**src/rtl/core/lzap_pkg.sv**
```systemverilog
// Shared constants and the hash mixing function for the LZAP byte compressor.
// No dependencies.
`default_nettype none
package lzap_pkg;
   localparam int BYTE_BITS   = 8;
   localparam int IO_CODE_BITS = 16;
   localparam int LIMIT_BITS  = 16;
   localparam int KEY_BITS    = 24;
   localparam int FIRST_CODE  = 256;
   localparam logic [LIMIT_BITS-1:0] LIMIT_RESET = 16'd1000;
   localparam logic [31:0] HASH_MULT = 32'd2654435761;

   // multiplicative hash, low bits of the 32-bit product select the slot
   function automatic logic [31:0] hash_mix(input logic [KEY_BITS-1:0] key);
      logic [31:0] prod;
      prod = 32'(key) * HASH_MULT;
      return prod;
   endfunction
endpackage
`default_nettype wire

```
**src/rtl/core/lzap_ctrl.sv**
```systemverilog
// Sequencer: hashing, linear probing, insert and extension of dictionary entries.
// Depends on lzap_pkg; drives the ports of lzap_dict_mem.
`default_nettype none
module lzap_ctrl #(
   parameter int CODE_BITS  = 12,
   parameter int ADDR_BITS  = 13,
   parameter int MAX_PROBES = 8
) (
   input  wire logic                                  clock,
   input  wire logic                                  reset,
   input  wire logic                                  req_tvalid,
   output logic                                       req_tready,
   input  wire logic [lzap_pkg::BYTE_BITS-1:0]        req_byte,
   input  wire logic                                  req_last,
   input  wire logic [lzap_pkg::LIMIT_BITS-1:0]       extend_limit,
   output logic                                       emit_valid,
   input  wire logic                                  emit_ready,
   output logic      [CODE_BITS-1:0]                  emit_code,
   output logic                                       emit_last,
   output logic                                       mem_wr_en,
   output logic      [ADDR_BITS-1:0]                  mem_wr_addr,
   output logic      [2*CODE_BITS+lzap_pkg::BYTE_BITS:0] mem_wr_data,
   output logic                                       mem_rd_en,
   output logic      [ADDR_BITS-1:0]                  mem_rd_addr,
   input  wire logic [2*CODE_BITS+lzap_pkg::BYTE_BITS:0] mem_rd_data
);
   import lzap_pkg::*;

   localparam int ENTRY_BITS = 2*CODE_BITS + BYTE_BITS + 1;
   localparam int PCNT_BITS  = $clog2(MAX_PROBES + 1);
   localparam logic [CODE_BITS-1:0] SENTINEL  = {CODE_BITS{1'b1}};
   localparam logic [CODE_BITS-1:0] CODE_INIT = CODE_BITS'(FIRST_CODE);

   typedef enum logic [3:0] {
      ST_CLEAR, ST_IDLE, ST_HASH, ST_RD, ST_CHK,
      ST_EMIT_MISS, ST_FINISH, ST_EMIT_LAST
   } state_type;

   state_type               state_ff;
   logic [ADDR_BITS-1:0]    clr_addr_ff;
   logic [BYTE_BITS-1:0]    byte_ff;
   logic                    last_ff;
   logic [CODE_BITS-1:0]    match_ff;
   logic                    match_valid_ff;
   logic [CODE_BITS-1:0]    ext_code_ff;
   logic [LIMIT_BITS-1:0]   ext_cnt_ff;
   logic [CODE_BITS-1:0]    next_code_ff;
   logic [CODE_BITS-1:0]    key_prefix_ff;
   logic [CODE_BITS-1:0]    put_code_ff;
   logic [CODE_BITS-1:0]    hit_code_ff;
   logic [ADDR_BITS-1:0]    probe_addr_ff;
   logic [PCNT_BITS-1:0]    probe_cnt_ff;
   logic                    is_put_ff;
   logic                    is_ext_ff;

   logic                    e_valid;
   logic [CODE_BITS-1:0]    e_prefix;
   logic [BYTE_BITS-1:0]    e_byte;
   logic [CODE_BITS-1:0]    e_code;
   logic                    e_hit;
   logic                    probe_last;
   logic [31:0]             hash_val;
   logic [CODE_BITS-1:0]    put_result;

   assign e_valid    = mem_rd_data[ENTRY_BITS-1];
   assign e_prefix   = mem_rd_data[ENTRY_BITS-2 -: CODE_BITS];
   assign e_byte     = mem_rd_data[CODE_BITS +: BYTE_BITS];
   assign e_code     = mem_rd_data[CODE_BITS-1:0];
   assign e_hit      = e_valid && (e_prefix == key_prefix_ff) && (e_byte == byte_ff);
   assign probe_last = probe_cnt_ff == PCNT_BITS'(MAX_PROBES - 1);
   assign hash_val   = hash_mix(KEY_BITS'({key_prefix_ff, byte_ff}));
   assign put_result = e_hit ? e_code : put_code_ff;

   assign req_tready  = state_ff == ST_IDLE;
   assign emit_valid  = (state_ff == ST_EMIT_MISS) || (state_ff == ST_EMIT_LAST);
   assign emit_code   = match_ff;
   assign emit_last   = state_ff == ST_EMIT_LAST;
   assign mem_rd_en   = state_ff == ST_RD;
   assign mem_rd_addr = probe_addr_ff;
   assign mem_wr_en   = (state_ff == ST_CLEAR) ||
                        ((state_ff == ST_CHK) && is_put_ff && !e_valid);
   assign mem_wr_addr = (state_ff == ST_CLEAR) ? clr_addr_ff : probe_addr_ff;
   assign mem_wr_data = (state_ff == ST_CLEAR) ? '0
                        : {1'b1, key_prefix_ff, byte_ff, put_code_ff};

   always_ff @(posedge clock) begin
      if (reset || (state_ff == ST_EMIT_LAST && emit_ready)) begin
         state_ff       <= ST_CLEAR;
         clr_addr_ff    <= '0;
         match_ff       <= '0;
         match_valid_ff <= 1'b0;
         ext_code_ff    <= '0;
         ext_cnt_ff     <= '0;
         next_code_ff   <= CODE_INIT;
         is_put_ff      <= 1'b0;
         is_ext_ff      <= 1'b0;
      end else begin
         case (state_ff)
            ST_CLEAR: begin
               clr_addr_ff <= clr_addr_ff + 1'b1;
               if (&clr_addr_ff) begin
                  state_ff <= ST_IDLE;
               end
            end
            ST_IDLE: begin
               if (req_tvalid) begin
                  byte_ff <= req_byte;
                  last_ff <= req_last;
                  if (!match_valid_ff) begin
                     match_ff       <= CODE_BITS'(req_byte);
                     match_valid_ff <= 1'b1;
                     state_ff       <= ST_FINISH;
                  end else begin
                     key_prefix_ff <= match_ff;
                     is_put_ff     <= 1'b0;
                     state_ff      <= ST_HASH;
                  end
               end
            end
            ST_HASH: begin
               probe_addr_ff <= hash_val[ADDR_BITS-1:0];
               probe_cnt_ff  <= '0;
               state_ff      <= ST_RD;
            end
            ST_RD: begin
               state_ff <= ST_CHK;
            end
            ST_CHK: begin
               if (!is_put_ff) begin
                  if (e_hit) begin
                     if (ext_cnt_ff > LIMIT_BITS'(1)) begin
                        if (next_code_ff < SENTINEL) begin
                           key_prefix_ff <= ext_code_ff;
                           put_code_ff   <= next_code_ff;
                           hit_code_ff   <= e_code;
                           is_put_ff     <= 1'b1;
                           is_ext_ff     <= 1'b1;
                           state_ff      <= ST_HASH;
                        end else begin
                           ext_cnt_ff <= ext_cnt_ff - 1'b1;
                           match_ff   <= e_code;
                           state_ff   <= ST_FINISH;
                        end
                     end else begin
                        match_ff <= e_code;
                        state_ff <= ST_FINISH;
                     end
                  end else if (!e_valid || probe_last) begin
                     state_ff <= ST_EMIT_MISS;
                  end else begin
                     probe_addr_ff <= probe_addr_ff + 1'b1;
                     probe_cnt_ff  <= probe_cnt_ff + 1'b1;
                     state_ff      <= ST_RD;
                  end
               end else begin
                  if (!e_valid || e_hit || probe_last) begin
                     // insert finished (stored, duplicate, or window full)
                     next_code_ff <= next_code_ff + 1'b1;
                     if (is_ext_ff) begin
                        ext_code_ff <= e_valid ? put_result : put_code_ff;
                        ext_cnt_ff  <= ext_cnt_ff - 1'b1;
                        match_ff    <= hit_code_ff;
                     end else begin
                        ext_code_ff <= put_code_ff;
                        ext_cnt_ff  <= extend_limit;
                        match_ff    <= CODE_BITS'(byte_ff);
                     end
                     state_ff <= ST_FINISH;
                  end else begin
                     probe_addr_ff <= probe_addr_ff + 1'b1;
                     probe_cnt_ff  <= probe_cnt_ff + 1'b1;
                     state_ff      <= ST_RD;
                  end
               end
            end
            ST_EMIT_MISS: begin
               if (emit_ready) begin
                  if (next_code_ff != SENTINEL) begin
                     put_code_ff <= next_code_ff;
                     is_put_ff   <= 1'b1;
                     is_ext_ff   <= 1'b0;
                     state_ff    <= ST_HASH;
                  end else begin
                     match_ff <= CODE_BITS'(byte_ff);
                     state_ff <= ST_FINISH;
                  end
               end
            end
            ST_FINISH: begin
               state_ff <= last_ff ? ST_EMIT_LAST : ST_IDLE;
            end
            default: begin
               state_ff <= ST_IDLE;
            end
         endcase
      end
   end
endmodule
`default_nettype wire

```
**config.mk**
```make
export PLATFORM = sky130hd
export DESIGN_NAME = lzap_ctrl
export DESIGN_NICKNAME = d
export VERILOG_FILES = /design/src/rtl/core/lzap_pkg.sv /design/src/rtl/core/lzap_ctrl.sv
export SDC_FILE = /design/constraint.sdc
export NUM_CORES = 1
export LEC_CHECK = 0
export ABC_AREA = 0
export BUFFER_PORTS_ARGS = -buffer_cell sky130_fd_sc_hd__buf_2
export CAP_MARGIN = 20
export CELL_PAD_IN_SITES_DETAIL_PLACEMENT = 0
export CELL_PAD_IN_SITES_GLOBAL_PLACEMENT = 2
export CORE_MARGIN = 2
export CORE_UTILIZATION = 34
export DETAILED_ROUTE_END_ITERATION = 8
export PLACE_DENSITY = 0.87
export SYNTH_ARGS = -nofsm -noshare
export SYNTH_HDL_FRONTEND = slang
export SYNTH_SLANG_ARGS = --single-unit
```
**constraint.sdc**
```tcl
create_clock -name clock -period 4.9 [get_ports clock]
set_input_delay 0.98 -clock clock [delete_from_list [all_inputs] [get_ports clock]]
set_output_delay 0.98 -clock clock [all_outputs]
set_load 0.02 [all_outputs]
```
==> results of run 1 <==
final cells by class:
type / instances / area [sq um] / share of cell area
clock inverters: 12 / 148 / 0.0155
inverters: 32 / 120 / 0.0126
multi-input cells: 668 / 4340 / 0.455
clock buffers: 20 / 478 / 0.0501
repair buffers: 152 / 806 / 0.0845
well taps: 285 / 357 / 0.0374
flip-flops and latches: 133 / 3280 / 0.344
diodes: 1 / 2.50 / 0.000262
kinds of logic (layout without fill, tap and decap cells):
| kind of cell | after synthesis | in the layout | share of synthesized area |
|---|---|---|---|
| xor gates and xnor gates | 74 | 74 | 0.0820 |
| buffers and inverters | 77 | 216 | 0.0380 |
| DFF | 133 | 133 | 0.415 |
| adders and majority gates | 54 | 54 | 0.0959 |
| and+or+nand+nor | 353 | 353 | 0.211 |
| other | 0 | 1 | 0 |
| muxes | 21 | 21 | 0.0266 |
| AOI/OAI and AO/OA | 166 | 166 | 0.131 |
through the flow:
stage | instance area (sq um) | std cells
2_1_floorplan | 7910 | 878
3_3_place_gp | 8890 | 1269
3_5_place_dp | 8890 | 1269
4_1_cts | 9520 | 1301
5_1_grt | 9540 | 1303
6_report | 9540 | 1303
worst reg2reg max path, stage by stage (launching register included):
cell and delay [ns]:
edfxtp_1 0.55, ha_1 0.39, ha_1 0.31, ha_1 0.28
inv_1 0.04, fa_1 0.47, inv_1 0.05, fa_1 0.48
ha_1 0.35, a21oi_1 0.23, o21bai_1 0.09, a21oi_1 0.18
xnor2_1 0.14, a21oi_1 0.08
flip-flops by register name, indices dropped and copies added (netlist names):
signal,cells
match_valid_ff,1
clr_addr_ff,13
probe_cnt_ff,4
is_ext_ff,1
ext_code_ff,12
emit_code,12
hit_code_ff,12
put_code_ff,12
byte_ff,8
mem_rd_addr,13
last_ff,1
is_put_ff,1
ext_cnt_ff,16
state_ff,3
next_code_ff,12
key_prefix_ff,12
metal layers:
layer  part of all wire  up-vias
met4              0.014        0
met2               0.43      214
li1                   -     3354
met1               0.50     3206
met5                  0        -
met3              0.058       24
power groups by stage:
stage          Combinational (mW)  Sequential, mW  Clock (mW)
2_1_floorplan              0.0743            1.19           0
4_1_cts                     0.134            1.17        1.36
6_report                    0.135            1.17        1.34
3_3_place_gp                0.133            1.19           0
3_5_place_dp                0.134            1.19           0
5_1_grt                     0.151            1.17        1.41
layout by cell type (no fill, tap or decap), drive strengths merged, types with 26 or more instances in the layout:
| cell | count |
|---|---|
| ha | 43 |
| xnor2 | 48 |
| o21ai | 48 |
| nand2 | 133 |
| edfxtp | 62 |
| xor2 | 26 |
| inv | 32 |
| buf | 152 |
| dfxtp | 71 |
| a21oi | 56 |
| nor2 | 73 |
| and2 | 33 |
| nand3 | 32 |
worst max path at each step:
stage,endpoint,start,cells past startpoint,slack [ns]
floorplan,mem_rd_addr[12],byte_ff[1],13,1.28
global placement,mem_rd_addr[12],byte_ff[5],11,1.06
detailed placement,mem_rd_addr[12],byte_ff[1],13,1.0
CTS,mem_rd_addr[12],byte_ff[1],13,0.99
global route,mem_rd_addr[12],byte_ff[2],15,0.78
finish,mem_rd_addr[12],byte_ff[1],13,1.01
==> run metrics, run 1 <==
final core utilization 0.420; start of the worst register-to-register path byte_ff[1]; share of the synthesized area in the top cell type 0.235; Setup Skew 0.0106 ns; GR Overflow Total 0; CP startpoint kind flip-flop; Cell Pwr Density 277 nW/um^2; wire length of the first global-routing pass 37,100 um; HPWL Detailed roughly 17,000 um; Critical Path, Cell by Cell ha_1, ha_1, ha_1, inv_1, fa_1, inv_1, fa_1, ha_1, a21oi_1, o21bai_1, a21oi_1, xnor2_1, a21oi_1; FMAX between 0.2 and 0.3 GHz; Total Power Consumption 2.64 mW; vertical die dimension 156 um; via count of the first global-routing pass 6,481; P_int 2.07 mW; CP Class flip-flop to flip-flop; headroom to the max-slew limit 0.348; CTS Root Cell clkbuf_16; largest net degree at the start of global routing 54; synthesized net count 994; cell types occupying the most area after synthesis edfxtp_1 24%, dfxtp_1 18%, ha_1 6.8%, nand2_1 6.3%, xnor2_1 5.3%; total CTS buffers 17; iteration count of the initial detailed-routing pass 5; Routed WL 23,700 um; synthesized area 7910 sq um; min-delay worst type flip-flop to flip-flop; Die W ~160 um; slew at the pin closest to its max-slew limit 0.970 ns; Post-DRT Antenna Nets 0; combined global-route utilization of all metal layers 0.198; count of unique library cells instantiated by Yosys 58; dominant cell by count in the synthesized netlist nand2_1; met2 capacity usage during global routing 0.296; count of boundary I/O pins between 100 and 150; met3 usage 0.0327; largest stage delay on the critical path 0.55 ns; Die Area 24,500 sq um; max-slew violation total from the final report 0; cts hold-fix bufs 0; Setup Slack @ Placement 0.998 ns; clock net sink count about 130; site row count 55; placeable core region about 23,000 sq um; clock network fraction of total power 0.508; Tmin final ~3.9 ns; crit end category flip-flop; unrepaired setup endpoints after global routing false; switch share 0.219; max-capacitance violation count 0; ratio of routed vias to standard cells 5.22; fraction of layout cells with a size suffix above 1 0.196; final setup margin 1.01 ns; Total Neg Setup Slack 0 ns; run status finished clean; routed vias between 6k and 7k; Primary FF master, synth dfxtp_1; most frequent cells after synthesis 133 x nand2_1, 73 x nor2_1, 71 x dfxtp_1; met1 layer usage reported by global route 0.295; worst-case vdd ir drop 0.000247 V; yosys synthesis warning count 0; DRC Markers 0; depth of the CTS H-tree 4; Synth Register Bits 133; post-CTS repair timing setup buffer count 0; insertion delay of the later-clocked pin in the worst-skew pair 0.43 ns; sequential-to-total area share from yosys stat 0.415; leakage power of the design 4.19 nW; cells after synthesis 878; most heavily used metal layer in global routing met2; cell type with the highest aggregate area in the netlist edfxtp_1; share of the clock period used by the worst path after layout 0.795; drt initial violations 433; most prevalent standard cell on the critical path ha_1; Port Buffer Count roughly 140; FF-to-FF path depth 13; number of enable flip-flop cells after synthesis 62; average size of a mapped cell 9.00 sq um; Psw 0.578 mW; clock-pin slew on the worst setup and hold paths 0.06 ns; RD Place Congestion between 0.8 and 0.9; cell with the largest stage delay on the worst path edfxtp_1; cell family with the largest share of critical-path delay adder cells; number of nets in the finished design between 1k and 1.5k; Hold Slack 0.462 ns; initial antenna violation count 1; critical path buffer and inverter count 2; final setup violating endpoints 0; share of power burned in registers 0.441; CP Max Fanout 8; required arrival time at the worst endpoint 5.06 ns; async set-reset flop share out of synthesis 0; FF-to-FF setup slack 1.01 ns; synthesis-to-finish area growth 20.6%; WHS Path Cells 2; combinational power share 0.051; final count of hold timing violations 0; mean routed wirelength per cell 18.2 um; data arrival time of the worst path 4.05 ns; reg-to-reg endpoint mem_rd_addr[12]; Hold Crit Endpoint ext_cnt_ff[5]; number of buffers on the longest clock path 2; Hold Startpoint ext_cnt_ff[5]; clock tree from TritonCTS built; number of gates given a new drive strength after cts 0; initial core utilization 0.348; layout filler cell count between 2k and 2.5k
(Power assumes the default switching activity.)
==> inputs of run 2 (changes only) <==
clock period = 3.96 ns   (was 4.9 ns; I/O delays follow)
==> run 2 against run 1 <==
Sequential share of layout area decreased by 0.49 points; critical path depth grew 2; combinational power grew 24%; count of clock-buffer cells in the layout is 1 higher; sequential power increased by 23%; first-iteration DRC count grew 57%; hold slack improved by 0.0014 ns; non-clock buffer count up 15; clock power up 28%; worst setup slack worse by 0.80 ns; sequential cell count is the same; final cell count rose by 1.1%; critical endpoint unchanged.
==> run metrics, run 2 (synthesis results as in run 1) <==
run status finished clean; Die W 156 um; CP Max Fanout 6; min-delay worst type flip-flop to flip-flop; clock-pin slew on the worst setup and hold paths 0.06 ns; vertical die dimension approximately 160 um; clock network fraction of total power 0.517; clock tree from TritonCTS built; number of gates given a new drive strength after cts 0; site row count 55; required arrival time at the worst endpoint 4.12 ns; insertion delay of the later-clocked pin in the worst-skew pair 0.43 ns; CP Class flip-flop to flip-flop; number of buffers on the longest clock path 2; DRC Markers 0; crit end category flip-flop; final core utilization 0.426; combinational power share 0.050; count of boundary I/O pins around 140; switch share 0.216; Setup Skew 0.0116 ns; initial antenna violation count 1; share of power burned in registers 0.433; wire length of the first global-routing pass 37,700 um; FMAX ~0.27 GHz; Total Neg Setup Slack 0 ns; worst setup path startpoint byte_ff[3]; iteration count of the initial detailed-routing pass 7; slew at the pin closest to its max-slew limit 1.09 ns; flip-flop count of the largest register, all copies and words added 16; synthesis-to-finish area growth 22.3%; max-slew violation total from the final report 0; GR Overflow Total 0; mean routed wirelength per cell 18.2 um; layout filler cell count 2,298; placeable core region 22,700 sq um; number of nets in the finished design 1,135; via count of the first global-routing pass around 6.6k; FF-to-FF path depth 15; depth of the CTS H-tree 4; max-capacitance violation count 0; final count of hold timing violations 0; Psw 0.721 mW; leakage power of the design ~4.3 nW; RD Place Congestion 0.875; cts hold-fix bufs 0; headroom to the max-slew limit 0.271; unrepaired setup endpoints after global routing false; CTS Root Cell clkbuf_16; ant diodes 0; Routed WL 23,900 um; worst-case vdd ir drop approximately 0.00032 V; Tmin final 3.75 ns; initial core utilization 0.348; total CTS buffers 17; P_int 2.61 mW; ratio of routed vias to standard cells 5.22; FF-to-FF setup slack between 0.2 and 0.25 ns; Top Metal Used met4; capturing instance or port of the critical path mem_rd_addr[12]; Port Buffer Count ~140; reg-to-reg endpoint mem_rd_addr[12]; Die Area 24,500 sq um; routed vias 6,874; share of the clock period used by the worst path after layout 0.948; routed length on met3 1360 um; HPWL Detailed 18,100 um; routed metal-1 wirelength 12,100 um; largest net degree at the start of global routing 33; most flop-heavy register ext_cnt_ff; wire length on met2 10,100 um; drt initial violations 678; final setup violating endpoints 0; most frequent standard cell in the layout excluding fill and tap cells buf_2; clock net sink count between 100 and 150; CP startpoint kind flip-flop; most used cells in the layout excluding fill and tap cells 137 x buf_2, 133 x nand2_1, 72 x nor2_1; fraction of layout cells with a size suffix above 1 0.206; combined global-route utilization of all metal layers 0.201; data arrival time of the worst path ~4 ns; Cell Pwr Density 345 nW/um^2; Post-DRT Antenna Nets 0; start of the worst register-to-register path byte_ff[3]
## run 2: cell count changes in the layout (fill, tap and decap cells not counted), moves of 2 or more
cell        delta
clkinv_4       +2
clkbuf_1       +2
clkinvlp_4     -3
buf_4         +15
## run 2: worst min-delay path by stage
stage | start | end | depth (start not counted)
after floorplan | ext_cnt_ff[5] | ext_cnt_ff[5] | 2
after global placement | ext_cnt_ff[5] | ext_cnt_ff[5] | 2
after detailed placement | ext_cnt_ff[5] | ext_cnt_ff[5] | 2
after CTS | ext_cnt_ff[5] | ext_cnt_ff[5] | 2
after global routing | next_code_ff[11] | put_code_ff[11] | 0
final | ext_cnt_ff[5] | ext_cnt_ff[5] | 2
## run 2: repair_timing
item                                   in CTS  in global routing
buffers inserted                            0                  1
setup endpoints to repair                   0                  1
endpoints found under the hold margin       0                  0
## run 2: per-stage QoR
stage / setup WS (ns) / std cells / instance area [sq um] / total power, mW / hold slack (ns)
2_1_floorplan: 0.339 / 878 / 7910 / 1.56 / 0.432
3_3_place_gp: 0.248 / 1284 / 9020 / 1.64 / 0.447
3_5_place_dp: 0.185 / 1284 / 9020 / 1.64 / 0.450
4_1_cts: 0.179 / 1316 / 9670 / 3.35 / 0.459
5_1_grt: 0.0205 / 1317 / 9670 / 3.44 / 0.484
6_report: 0.206 / 1317 / 9670 / 3.33 / 0.464
## run 2: area by class of cell
| cell class | instances | area (sq um) | share of cell area |
|---|---|---|---|
| sequential | 133 | 3280 | 0.339 |
| multi-input combinational | 668 | 4350 | 0.449 |
| clock buffer | 21 | 472 | 0.0488 |
| inverter | 32 | 120 | 0.0124 |
| timing repair buffer | 167 | 923 | 0.0955 |
| tap | 285 | 357 | 0.0369 |
| clock inverter | 11 | 170 | 0.0176 |
## run 2: power by group through the flow
stage	clock [mW]	sequential, mW	combinational (mW)
after floorplan	0	1.47	0.0919
after global placement	0	1.47	0.166
after detailed placement	0	1.47	0.166
after CTS	1.74	1.44	0.167
after global routing	1.81	1.44	0.186
final	1.72	1.44	0.167
## run 2: per-layer routing
metal	vias to the layer above	global-route usage
li1	3378	-
met1	3247	0.298
met2	224	0.297
met3	25	0.0341
met4	0	0.0607
met5	-	0
## run 2: worst max-delay path: stages, from the launching register on
cell and delay [ns]:
edfxtp_1 0.49, ha_1 0.32, inv_1 0.04, fa_1 0.35, inv_1 0.07, ha_1 0.21
inv_1 0.06, fa_1 0.40, inv_1 0.09, fa_1 0.39, ha_1 0.34, a21oi_1 0.22
o21bai_1 0.09, a21oi_1 0.17, xnor2_1 0.14, a21oi_1 0.09
==> inputs of run 3 (changes only) <==
CORE_ASPECT_RATIO = 0.8   (was unset)
PLACE_DENSITY = 0.84   (was 0.87)
RECOVER_POWER = 50   (was unset)
==> run 3 against run 2 <==
Die area is essentially flat; final area shrank 1.0%; non-clock buffer count grew 2; count of clock-buffer cells in the layout grew 6; maximum frequency grew 0.41%; the run now ends with capacitance limit, slew limit left; critical path depth shrank 1; sequential cell count is the same; utilization shrank 0.29 points.
==> run metrics, run 3 (synthesis results as in run 1) <==
run status complete, but fails checks; violated checks capacitance limit, slew limit; CTS Root Cell clkbuf_16; most prevalent standard cell on the critical path ha_1; Port Buffer Count roughly 140; min-delay worst type flip-flop to flip-flop; Post-DRT Antenna Nets 0; Setup Slack @ Placement 0.169 ns; GR Overflow Total 0; Die Area 24,500 sq um; wire length of the first global-routing pass 39,000 um; site row count 49; slew at the pin closest to its max-slew limit 1.73 ns; Total Power Consumption 3.23 mW; CP Class flip-flop to flip-flop; drt initial violations about 480; leakage power of the design a little over 4 nW; required arrival time at the worst endpoint a little over 4 ns; final setup margin 0.221 ns; placed cell area 9020 sq um; flip-flop count of the largest register, all copies and words added 16; cts hold-fix bufs 0; ratio of routed vias to standard cells 5.19; clock net sink count 133; iteration count of the initial detailed-routing pass 5; HPWL Detailed 18,900 um; via count of the first global-routing pass 6,603; Die W 174 um; crit end category flip-flop; layout filler cell count approximately 2.3k; FF-to-FF setup slack 0.22 ns; most flop-heavy register ext_cnt_ff; Routed WL about 25,000 um; routed vias between 6k and 7k; largest stage delay on the critical path slightly below 0.5 ns; Setup Skew 0.0115 ns; most used cells in the layout excluding fill and tap cells 133 x nand2_1, 84 x buf_2, 72 x nor2_1; final core utilization 0.423; multi-input combinational cell area 4330 sq um; count of boundary I/O pins 138; CP startpoint kind flip-flop; share of the clock period used by the worst path after layout 0.944; cell area after layout 9570 sq um; Total Neg Setup Slack 0 ns; headroom to the max-slew limit -0.152; final setup violating endpoints 0; unrepaired setup endpoints after global routing false; most frequent standard cell in the layout excluding fill and tap cells nand2_1; Tmin final between 3 and 4 ns; fraction of layout cells with a size suffix above 1 0.149; combined global-route utilization of all metal layers 0.209; depth of the CTS H-tree 4; DRC Markers 0; Cell Pwr Density 337 nW/um^2; initial core utilization 0.349; CP Max Fanout 6; FMAX around 0.27 GHz; placeable core region 22,600 sq um; data arrival time of the worst path 3.91 ns; total CTS buffers 17; cell with the largest stage delay on the worst path edfxtp_1; critical path buffer and inverter count 2; insertion delay of the later-clocked pin in the worst-skew pair 0.44 ns; RD Place Congestion 0.873; number of nets in the finished design 1,137; cell family with the largest share of critical-path delay adder cells; largest net degree at the start of global routing 35; max-slew violation total from the final report 69; number of buffers on the longest clock path 2; mean routed wirelength per cell 18.9 um; max-capacitance violation count 2; final count of hold timing violations 0; clock tree from TritonCTS built; Sequential Area 3280 sq um; synthesis-to-finish area growth 21.1%; Critical Path, Cell by Cell ha_1, inv_1, fa_1, inv_1, ha_1, ha_1, ha_1, ha_1, a21o_1, a21oi_2, o21bai_1, a21oi_1, xnor2_1, a21oi_1; clock-pin slew on the worst setup and hold paths 0.06 ns; vertical die dimension approximately 140 um; worst-case vdd ir drop between 0.0002 and 0.00025 V; initial antenna violation count 1
run 3: changes by cell type in the layout (fill, tap and decap cells not counted), moves of 2 or more:
cell       change
clkbuf_1      +61
buf_2         -53
buf_4          -5
bufinv_16      -4
clkbuf_16      +3
clkbuf_8       +2
clkinv_2       +2
clkinv_4       -2
run 3: worst reg2reg max path, delay by kind of cell (launching register included):
kind	cells	cell delay, ns
AOI/OAI and AO/OA	5	0.69
xor gates and xnor gates	1	0.14
adders and majority gates	6	2.05
buffers and inverters	2	0.09
DFF	1	0.49
run 3: layer usage:
| metal | track usage | up-vias | share of wire |
|---|---|---|---|
| met5 | 0 | - | 0.00051 |
| met3 | 0.0464 | 28 | 0.068 |
| li1 | - | 3388 | - |
| met1 | 0.324 | 3297 | 0.52 |
| met2 | 0.286 | 249 | 0.40 |
| met4 | 0.0575 | 2 | 0.012 |
run 3: what timing repair did:
item,in CTS,in global routing
resized for setup,0,1
endpoints found under the setup margin,0,1
hold endpoints to repair,0,0
setup buffers,0,4
run 3: per-stage QoR:
stage	std cells	hold WS [ns]
2_1_floorplan	878	0.432
3_3_place_gp	1303	0.459
3_5_place_dp	1303	0.459
5_1_grt	1340	0.490
4_1_cts	1335	0.474
6_report	1341	0.474
run 3: final cells by class:
class                   instances  area share
flip-flops and latches        133       0.343
clock inverters                 5     0.00314
multi-input cells             668       0.453
diodes                          1    0.000261
clock buffers                  27      0.0604
well taps                     306      0.0400
inverters                      32      0.0125
repair buffers                169      0.0878
run 3: power by group:
group,internal (mW),switching (mW)
combinational,0.0638,0.104
clock,1.00,0.616
sequential,1.43,0.00722
run 3: worst paths after layout:
path | start | to | cells after the start
worst max-delay path | byte_ff[3] | mem_rd_addr[12] | 14
worst min-delay path | next_code_ff[4] | put_code_ff[4] | 0
worst max register to register | byte_ff[3] | mem_rd_addr[12] | 14
worst min register to register | next_code_ff[4] | put_code_ff[4] | 0
